==> config.mk <==
export PLATFORM = sky130hd
export DESIGN_NAME = newton_square_root_unit
export DESIGN_NICKNAME = d
export VERILOG_FILES = /design/src/rtl/nsr_pkg.sv /design/src/rtl/nsr_div.sv /design/src/rtl/newton_square_root_unit.sv
export SDC_FILE = /design/constraint.sdc
export NUM_CORES = 1
export LEC_CHECK = 0
export BUFFER_PORTS_ARGS = -buffer_cell sky130_fd_sc_hd__buf_4
export CORE_ASPECT_RATIO = 0.6
export CORE_MARGIN = 1
export CORE_UTILIZATION = 45
export DETAILED_ROUTE_END_ITERATION = 8
export GPL_TIMING_DRIVEN = 0
export HOLD_SLACK_MARGIN = 0.05
export PLACE_DENSITY = 0.61
export SKIP_CTS_REPAIR_TIMING = 1
export SYNTH_ARGS = -nofsm -noshare
export SYNTH_HDL_FRONTEND = slang
export SYNTH_SLANG_ARGS = --single-unit
==> constraint.sdc <==
create_clock -name clk -period 4 [get_ports clk]
set_input_delay 0.2 -clock clk [delete_from_list [all_inputs] [get_ports clk]]
set_output_delay 0.2 -clock clk [all_outputs]
set_load 0.03 [all_outputs]
==> src/rtl/nsr_pkg.sv <==
package nsr_pkg;

  // Default sizes of the radicand and of its fraction.
  localparam int DATA_WIDTH_DEF = 32;
  localparam int FRAC_BITS_DEF  = 16;

  // Fixed field widths of the result and of the configuration registers.
  localparam int ROOT_W     = 24;
  localparam int ITER_W     = 6;
  localparam int TOL_W      = 16;
  localparam int CFG_IDX_W  = 2;
  localparam int CFG_DATA_W = 24;

  // Configuration register indexes.
  localparam logic [CFG_IDX_W-1:0] CFG_GUESS    = 2'd0;
  localparam logic [CFG_IDX_W-1:0] CFG_MAX_ITER = 2'd1;
  localparam logic [CFG_IDX_W-1:0] CFG_TOL      = 2'd2;

  // Register values after reset: guess 2.0, 25 steps, tolerance 7 LSB.
  localparam logic [ROOT_W-1:0] GUESS_RST    = 24'd131072;
  localparam logic [ITER_W-1:0] MAX_ITER_RST = 6'd25;
  localparam logic [TOL_W-1:0]  TOL_RST      = 16'd7;

  // Sequencer states.
  typedef enum logic [1:0] {
    NSR_IDLE,
    NSR_DIV,
    NSR_UPD
  } nsr_state_t;

endpackage

==> src/rtl/nsr_div.sv <==
module nsr_div #(
  parameter int DATA_WIDTH = nsr_pkg::DATA_WIDTH_DEF,
  parameter int FRAC_BITS  = nsr_pkg::FRAC_BITS_DEF
) (
  input  logic                        clk,
  input  logic                        rst_n,
  input  logic                        go,
  input  logic [DATA_WIDTH-1:0]       dividend,
  input  logic [nsr_pkg::ROOT_W-1:0]  divisor,
  output logic                        done,
  output logic [nsr_pkg::ROOT_W-1:0]  quotient
);

  localparam int NUM_W = DATA_WIDTH + FRAC_BITS;
  localparam int CNT_W = $clog2(NUM_W + 1);
  localparam int RW    = nsr_pkg::ROOT_W;

  logic             busy_r;
  logic             done_r;
  logic [CNT_W-1:0] cnt_r;
  logic [NUM_W-1:0] num_r;
  logic [RW-1:0]    rem_r;
  logic [RW-1:0]    rem_nxt;
  logic [RW-1:0]    div_r;
  logic [RW-1:0]    q_r;
  logic [RW-1:0]    q_nxt;
  logic             big_r;
  logic             big_nxt;
  logic [RW:0]      rem_sh;
  logic [RW-1:0]    rem_diff;
  logic             ge;

  // One restoring step: bring down the next numerator bit and try the subtract.
  // When the subtract succeeds the difference is below the divisor, so its low
  // bits are the whole new remainder.
  always_comb begin
    rem_sh   = {rem_r, num_r[NUM_W-1]};
    rem_diff = rem_sh[RW-1:0] - div_r;
    ge       = (rem_sh >= {1'b0, div_r});
    rem_nxt  = ge ? rem_diff : rem_sh[RW-1:0];
    // The quotient saturates once it would leave the root range and then holds.
    if (big_r || q_r[RW-1]) begin
      q_nxt   = '1;
      big_nxt = 1'b1;
    end else begin
      q_nxt   = {q_r[RW-2:0], ge};
      big_nxt = 1'b0;
    end
  end

  // Step counter and completion pulse.
  always_ff @(posedge clk) begin
    if (!rst_n) begin
      busy_r <= 1'b0;
      done_r <= 1'b0;
      cnt_r  <= '0;
    end else begin
      done_r <= 1'b0;
      if (go) begin
        busy_r <= 1'b1;
        cnt_r  <= NUM_W[CNT_W-1:0];
      end else if (busy_r) begin
        cnt_r <= cnt_r - CNT_W'(1);
        if (cnt_r == CNT_W'(1)) begin
          busy_r <= 1'b0;
          done_r <= 1'b1;
        end
      end
    end
  end

  // Datapath registers.
  always_ff @(posedge clk) begin
    if (go) begin
      num_r <= {dividend, {FRAC_BITS{1'b0}}};
      rem_r <= '0;
      q_r   <= '0;
      big_r <= 1'b0;
      div_r <= divisor;
    end else if (busy_r) begin
      num_r <= num_r << 1;
      rem_r <= rem_nxt;
      q_r   <= q_nxt;
      big_r <= big_nxt;
    end
  end

  assign done     = done_r;
  assign quotient = q_r;

endmodule

==> src/rtl/newton_square_root_unit.sv <==
// Fixed-point square root by Newton iteration x <- x + (n/x - x)/2.
// Input: raise start with in_radicand (signed, FRAC_BITS fraction bits); the
// item is taken at a clock edge where start is high and busy is low. busy stays
// high while the item iterates, and no new item is taken meanwhile.
// Output: out_valid is high for exactly one cycle with out_root, out_steps_taken
// and out_negative_error. The receiver cannot stall, so the result must be
// captured in that cycle.
// A negative or zero radicand, or an iteration limit of zero, gives its
// result in the cycle after the item is taken. Otherwise each Newton step
// runs the shared restoring divider, which produces one quotient bit per
// cycle, and then applies the step. The next item can be taken at the edge
// that ends the result cycle.
// Configuration: cfg_valid/cfg_ready with cfg_index and cfg_data; cfg_ready is
// always high. Index 0 is the starting guess, 1 the step limit, 2 the
// tolerance; other indexes are ignored. Write only while the unit is idle.
// Reset (rst_n low, synchronous) returns the unit to idle and loads the
// register defaults: guess 2.0, 25 steps, tolerance 7.
module newton_square_root_unit #(
  parameter int DATA_WIDTH = nsr_pkg::DATA_WIDTH_DEF,
  parameter int FRAC_BITS  = nsr_pkg::FRAC_BITS_DEF
) (
  input  logic                              clk,
  input  logic                              rst_n,
  input  logic                              start,
  output logic                              busy,
  input  logic signed [DATA_WIDTH-1:0]      in_radicand,
  output logic                              out_valid,
  output logic [nsr_pkg::ROOT_W-1:0]        out_root,
  output logic [nsr_pkg::ITER_W-1:0]        out_steps_taken,
  output logic                              out_negative_error,
  input  logic                              cfg_valid,
  output logic                              cfg_ready,
  input  logic [nsr_pkg::CFG_IDX_W-1:0]     cfg_index,
  input  logic [nsr_pkg::CFG_DATA_W-1:0]    cfg_data
);

  localparam int RW = nsr_pkg::ROOT_W;
  localparam int IW = nsr_pkg::ITER_W;

  nsr_pkg::nsr_state_t state_r, state_nxt;

  logic [RW-1:0]              guess_r;
  logic [IW-1:0]              max_iter_r;
  logic [nsr_pkg::TOL_W-1:0]  tol_r;

  logic [DATA_WIDTH-1:0] rad_r, rad_nxt;
  logic [RW-1:0]         x_r, x_nxt;
  logic [IW-1:0]         cnt_r, cnt_nxt;
  logic [RW-1:0]         mag_r, mag_nxt;
  logic                  up_r, up_nxt;

  logic          ov_r, ov_nxt;
  logic [RW-1:0] root_r, root_nxt;
  logic [IW-1:0] steps_r, steps_nxt;
  logic          nerr_r, nerr_nxt;

  logic                  div_go;
  logic [DATA_WIDTH-1:0] div_dividend;
  logic [RW-1:0]         div_divisor;
  logic                  div_done;
  logic [RW-1:0]         div_q;

  logic [RW-1:0] guess_eff;
  logic [RW-1:0] x_upd;
  logic [IW-1:0] cnt_inc;
  logic          accept;

  nsr_div #(
    .DATA_WIDTH (DATA_WIDTH),
    .FRAC_BITS  (FRAC_BITS)
  ) u_div (
    .clk      (clk),
    .rst_n    (rst_n),
    .go       (div_go),
    .dividend (div_dividend),
    .divisor  (div_divisor),
    .done     (div_done),
    .quotient (div_q)
  );

  assign busy      = (state_r != nsr_pkg::NSR_IDLE);
  assign accept    = start && !busy;
  assign cfg_ready = 1'b1;

  // A zero guess is taken as one LSB so that no step divides by zero.
  assign guess_eff = (guess_r == '0) ? RW'(1) : guess_r;
  assign x_upd     = up_r ? (x_r + mag_r) : (x_r - mag_r);
  assign cnt_inc   = cnt_r + IW'(1);

  // Configuration registers.
  always_ff @(posedge clk) begin
    if (!rst_n) begin
      guess_r    <= nsr_pkg::GUESS_RST;
      max_iter_r <= nsr_pkg::MAX_ITER_RST;
      tol_r      <= nsr_pkg::TOL_RST;
    end else if (cfg_valid && cfg_ready) begin
      unique case (cfg_index)
        nsr_pkg::CFG_GUESS:    guess_r    <= cfg_data[RW-1:0];
        nsr_pkg::CFG_MAX_ITER: max_iter_r <= cfg_data[IW-1:0];
        nsr_pkg::CFG_TOL:      tol_r      <= cfg_data[nsr_pkg::TOL_W-1:0];
        default: ;
      endcase
    end
  end

  // Sequencer: start a division, turn its quotient into a step, apply it.
  always_comb begin
    state_nxt    = state_r;
    rad_nxt      = rad_r;
    x_nxt        = x_r;
    cnt_nxt      = cnt_r;
    mag_nxt      = mag_r;
    up_nxt       = up_r;
    ov_nxt       = 1'b0;
    root_nxt     = root_r;
    steps_nxt    = steps_r;
    nerr_nxt     = nerr_r;
    div_go       = 1'b0;
    div_dividend = rad_r;
    div_divisor  = x_r;
    unique case (state_r)
      nsr_pkg::NSR_IDLE: begin
        if (accept) begin
          priority if (in_radicand[DATA_WIDTH-1]) begin
            ov_nxt    = 1'b1;
            root_nxt  = '0;
            steps_nxt = '0;
            nerr_nxt  = 1'b1;
          end else if (in_radicand == '0) begin
            ov_nxt    = 1'b1;
            root_nxt  = '0;
            steps_nxt = '0;
            nerr_nxt  = 1'b0;
          end else if (max_iter_r == '0) begin
            ov_nxt    = 1'b1;
            root_nxt  = guess_eff;
            steps_nxt = '0;
            nerr_nxt  = 1'b0;
          end else begin
            rad_nxt      = in_radicand;
            x_nxt        = guess_eff;
            cnt_nxt      = '0;
            div_go       = 1'b1;
            div_dividend = in_radicand;
            div_divisor  = guess_eff;
            state_nxt    = nsr_pkg::NSR_DIV;
          end
        end
      end
      nsr_pkg::NSR_DIV: begin
        if (div_done) begin
          // Half the distance between quotient and estimate, with its direction.
          if (div_q >= x_r) begin
            up_nxt  = 1'b1;
            mag_nxt = (div_q - x_r) >> 1;
          end else begin
            up_nxt  = 1'b0;
            mag_nxt = (x_r - div_q) >> 1;
          end
          state_nxt = nsr_pkg::NSR_UPD;
        end
      end
      nsr_pkg::NSR_UPD: begin
        x_nxt   = x_upd;
        cnt_nxt = cnt_inc;
        if ((mag_r <= RW'(tol_r)) || (cnt_inc == max_iter_r)) begin
          ov_nxt    = 1'b1;
          root_nxt  = x_upd;
          steps_nxt = cnt_inc;
          nerr_nxt  = 1'b0;
          state_nxt = nsr_pkg::NSR_IDLE;
        end else begin
          div_go      = 1'b1;
          div_divisor = x_upd;
          state_nxt   = nsr_pkg::NSR_DIV;
        end
      end
      default: state_nxt = nsr_pkg::NSR_IDLE;
    endcase
  end

  // Control registers.
  always_ff @(posedge clk) begin
    if (!rst_n) begin
      state_r <= nsr_pkg::NSR_IDLE;
      ov_r    <= 1'b0;
    end else begin
      state_r <= state_nxt;
      ov_r    <= ov_nxt;
    end
  end

  // Working and result registers.
  always_ff @(posedge clk) begin
    rad_r   <= rad_nxt;
    x_r     <= x_nxt;
    cnt_r   <= cnt_nxt;
    mag_r   <= mag_nxt;
    up_r    <= up_nxt;
    root_r  <= root_nxt;
    steps_r <= steps_nxt;
    nerr_r  <= nerr_nxt;
  end

  assign out_valid          = ov_r;
  assign out_root           = root_r;
  assign out_steps_taken    = steps_r;
  assign out_negative_error = nerr_r;

  // The estimate never reaches zero while an item iterates.
  a_x_nonzero: assert property (@(posedge clk) disable iff (!rst_n)
    (state_r != nsr_pkg::NSR_IDLE) |-> (x_r != '0))
    else $error("estimate is zero during iteration");

  // A negative radicand reports a zero root and no steps.
  a_neg_result: assert property (@(posedge clk) disable iff (!rst_n)
    (out_valid && out_negative_error) |-> (out_root == '0 && out_steps_taken == '0))
    else $error("negative item reported a root or steps");

  // The divider only finishes while the sequencer waits for it.
  a_div_done: assert property (@(posedge clk) disable iff (!rst_n)
    div_done |-> (state_r == nsr_pkg::NSR_DIV))
    else $error("divider finished outside the divide state");

  // A result with steps always comes out of the update state.
  a_step_src: assert property (@(posedge clk) disable iff (!rst_n)
    (out_valid && out_steps_taken != '0) |-> ($past(state_r) == nsr_pkg::NSR_UPD))
    else $error("result with steps not produced by an update");

endmodule
==> impl_metrics.env <==
export IMPL_r2r_start="mag_r[0]"
export IMPL_num_rows=55
export IMPL_grt_max_degree=34
export IMPL_async_reset_ff_frac=0
export IMPL_die_area_mm2=0.0392
export IMPL_fin_skew_ps=10.5
export IMPL_cp_data_arrival_time_ps=4160
export IMPL_port_buffers=93
export IMPL_final_common_cell="nand2_1"
export IMPL_start_util=0.458
export IMPL_path_clk_slew_ps=70
export IMPL_drv_slew=0
export IMPL_final_cell_mix="nand2_1, nor2_1, edfxtp_1"
export IMPL_pin_count=96
export IMPL_synth_area_mm2=0.0173
export IMPL_fin_tns_setup_ps=0
export IMPL_grt_ovfl_total=0
export IMPL_status="finished clean"
export IMPL_yosys_warnings=0
export IMPL_hold_violations=0
export IMPL_power_w=0.0114
export IMPL_hold_depth=4
export IMPL_cap_violations=0
export IMPL_grt_pass1_vias=13700
export IMPL_worst_slew_pin_slew_ps=1230
export IMPL_tritoncts="yes"
export IMPL_hold_slack_ps=29.5
export IMPL_via_per_inst=5.81
export IMPL_cts_root_buf="clkbuf_16"
export IMPL_synthesis_nets=2100
export IMPL_synthDistinctLibCells=87
export IMPL_syn_area_per_cell_um2=9.00
export IMPL_clock_path_buffers=3
export IMPL_gp_congestion=0.961
export IMPL_path_class="flop to flop"
export IMPL_htreeDepth=1
export IMPL_fmax_mhz=258
export IMPL_final_antenna_net_count=0
export IMPL_yosysSeqAreaShare=0.405
export IMPL_antenna_found_initial=1
export IMPL_route_vias_total=15400
export IMPL_dieWidth_um=255
export IMPL_synth_edf_count=141
export IMPL_relSlewSlack=0.181
export IMPL_grtUsageTotal=0.277
export IMPL_synthFlopType="edfxtp_1"
export IMPL_drt_iter0_markers=1923
export IMPL_totalWireLength_mm=56.4
export IMPL_wl_per_cell_um=21.3
export IMPL_grt_pass1_wl_mm=82.6
export IMPL_power_density_mw_per_mm2=558
export IMPL_hold_start="cfg_index[1]"
export IMPL_die_h_um=154
export IMPL_worstSetupStartpoint="mag_r[0]"
export IMPL_diodes=0
export IMPL_drive_above_1_share=0.130
export IMPL_drc=0
export IMPL_cp_max_fo=5
export IMPL_setup_violations_final=0
export IMPL_fin_crit_ps=3880
export IMPL_drt_pre_antenna_iters=5
export IMPL_endpoint_kind="flop"
export IMPL_period_share=0.969
export IMPL_area_delta_synth_final_pct=18.9
export IMPL_nets=2299
export IMPL_dp_final_hpwl_mm=43.2
export IMPL_core_mm2=0.0377
export IMPL_start_kind="flop"
export IMPL_clkLatencyLatePin_ps=570
export IMPL_synth_seq_cells=279
export IMPL_min_path_type="primary input to flop"
export IMPL_crit_required_ps=4280
export IMPL_synthCells=1917
export IMPL_rsz0062_at_grt="yes"
export IMPL_numCtsBuffers=28
export IMPL_clkSinkCount=279
export IMPL_ff2ff_path_depth=15
export IMPL_ir_drop_uv=377
export IMPL_leakage_nw=8.47
==> layer usage <==
metal / global-route usage / up-vias / wire [um]
met2: 0.357 / 671 / 21900
met4: 0.0448 / 0 / 789
met3: 0.0618 / 71 / 6230
met5: 0 / - / 0
met1: 0.458 / 7373 / 27600
li1: - / 7292 / -
==> per-stage QoR <==
step / instance area (um^2) / instances / worst slack [ps] / util
floorplan: 17300 / 1917 / 223 / -
global placement: 18600 / 2523 / -1030 / 0.493
detailed placement: 18600 / 2524 / -770 / 0.494
CTS: 19600 / 2576 / -811 / 0.519
global route: 20500 / 2651 / -90.2 / 0.544
finish: 20500 / 2651 / 124 / 0.544
==> synth_stat cells, drive strengths merged, types with 18 or more instances <==
cell | number | area (um^2)
a21o | 45 | 339
a21oi | 128 | 641
mux2 | 38 | 428
clkbuf | 71 | 269
a31oi | 18 | 113
dfxtp | 138 | 2760
a21boi | 40 | 300
nor2 | 196 | 738
o21ai | 115 | 576
buf | 28 | 145
o22ai | 28 | 181
ha | 117 | 1460
mux2i | 40 | 400
nor4 | 24 | 150
xnor2 | 42 | 375
and3 | 25 | 161
nand2 | 207 | 777
nor3 | 31 | 155
nand3 | 23 | 120
o21a | 23 | 173
edfxtp | 141 | 4230
xor2 | 45 | 394
inv | 125 | 469
==> kinds of logic (layout without fill, tap and decap cells) <==
| group | after synthesis | after routing | share of synthesized area |
|---|---|---|---|
| buffers and inverters | 224 | 445 | 0.0512 |
| and+or+nand+nor | 594 | 594 | 0.157 |
| muxes | 78 | 78 | 0.0480 |
| AOI/OAI and AO/OA | 533 | 533 | 0.204 |
| xor gates and xnor gates | 87 | 87 | 0.0446 |
| adders and majority gates | 121 | 121 | 0.0895 |
| DFF | 279 | 279 | 0.405 |
| other | 1 | 1 | 0.000217 |
==> sequential cells by signal (all words and copies together) (netlist names) <==
| name | count |
|---|---|
| up_r | 1 |
| tol_r | 16 |
| rad_r | 32 |
| u_div.done | 1 |
| cnt_r | 6 |
| out_root | 24 |
| x_r | 24 |
| max_iter_r | 6 |
| out_valid | 1 |
| u_div.div_r | 24 |
| u_div.cnt_r | 6 |
| u_div.big_r | 1 |
| u_div.rem_r | 24 |
| u_div.num_r | 32 |
| u_div.busy_r | 1 |
| u_div.quotient | 24 |
| state_r | 2 |
| guess_r | 24 |
| out_negative_error | 1 |
| out_steps_taken | 6 |
| mag_r | 23 |
==> worst max-delay path, stage by stage, from the launching register on <==
cell	delay [ps]
edfxtp_1	450
inv_1	120
ha_1	210
nand2_1	120
nor4_4	260
a21oi_1	130
xor2_1	170
ha_1	370
and3_1	260
nor4b_4	310
nor4_2	130
nor3_4	250
o21a_1	210
o32ai_1	120
a311oi_2	320
o221ai_1	160
==> final cells by class <==
type,instances,area (um^2)
plain buffers,97,413
clock buffers,36,762
clock inverters,16,193
fillers,3428,17200
inverters,125,469
multi-input cells,1414,9610
flip-flops and latches,279,7000
well taps,513,642
repair buffers,171,1440
==> report_power, final <==
| group | leakage [nW] | switching [W] | total, W | internal, W |
|---|---|---|---|---|
| registers | 2.50 | 0.000361 | 0.00387 | 0.00351 |
| clock network | 0.462 | 0.00119 | 0.00280 | 0.00161 |
| logic | 5.51 | 0.00288 | 0.00478 | 0.00189 |
| total | 8.47 | 0.00444 | 0.0114 | 0.00701 |
==> final timing paths <==
check	slack [ps]	end
worst max-delay path	120	x_r[23]
worst min-delay path	30	guess_r[3]
worst max register to register	120	x_r[23]
worst min register to register	450	rad_r[0]
Power figures use the tool's default switching activity.
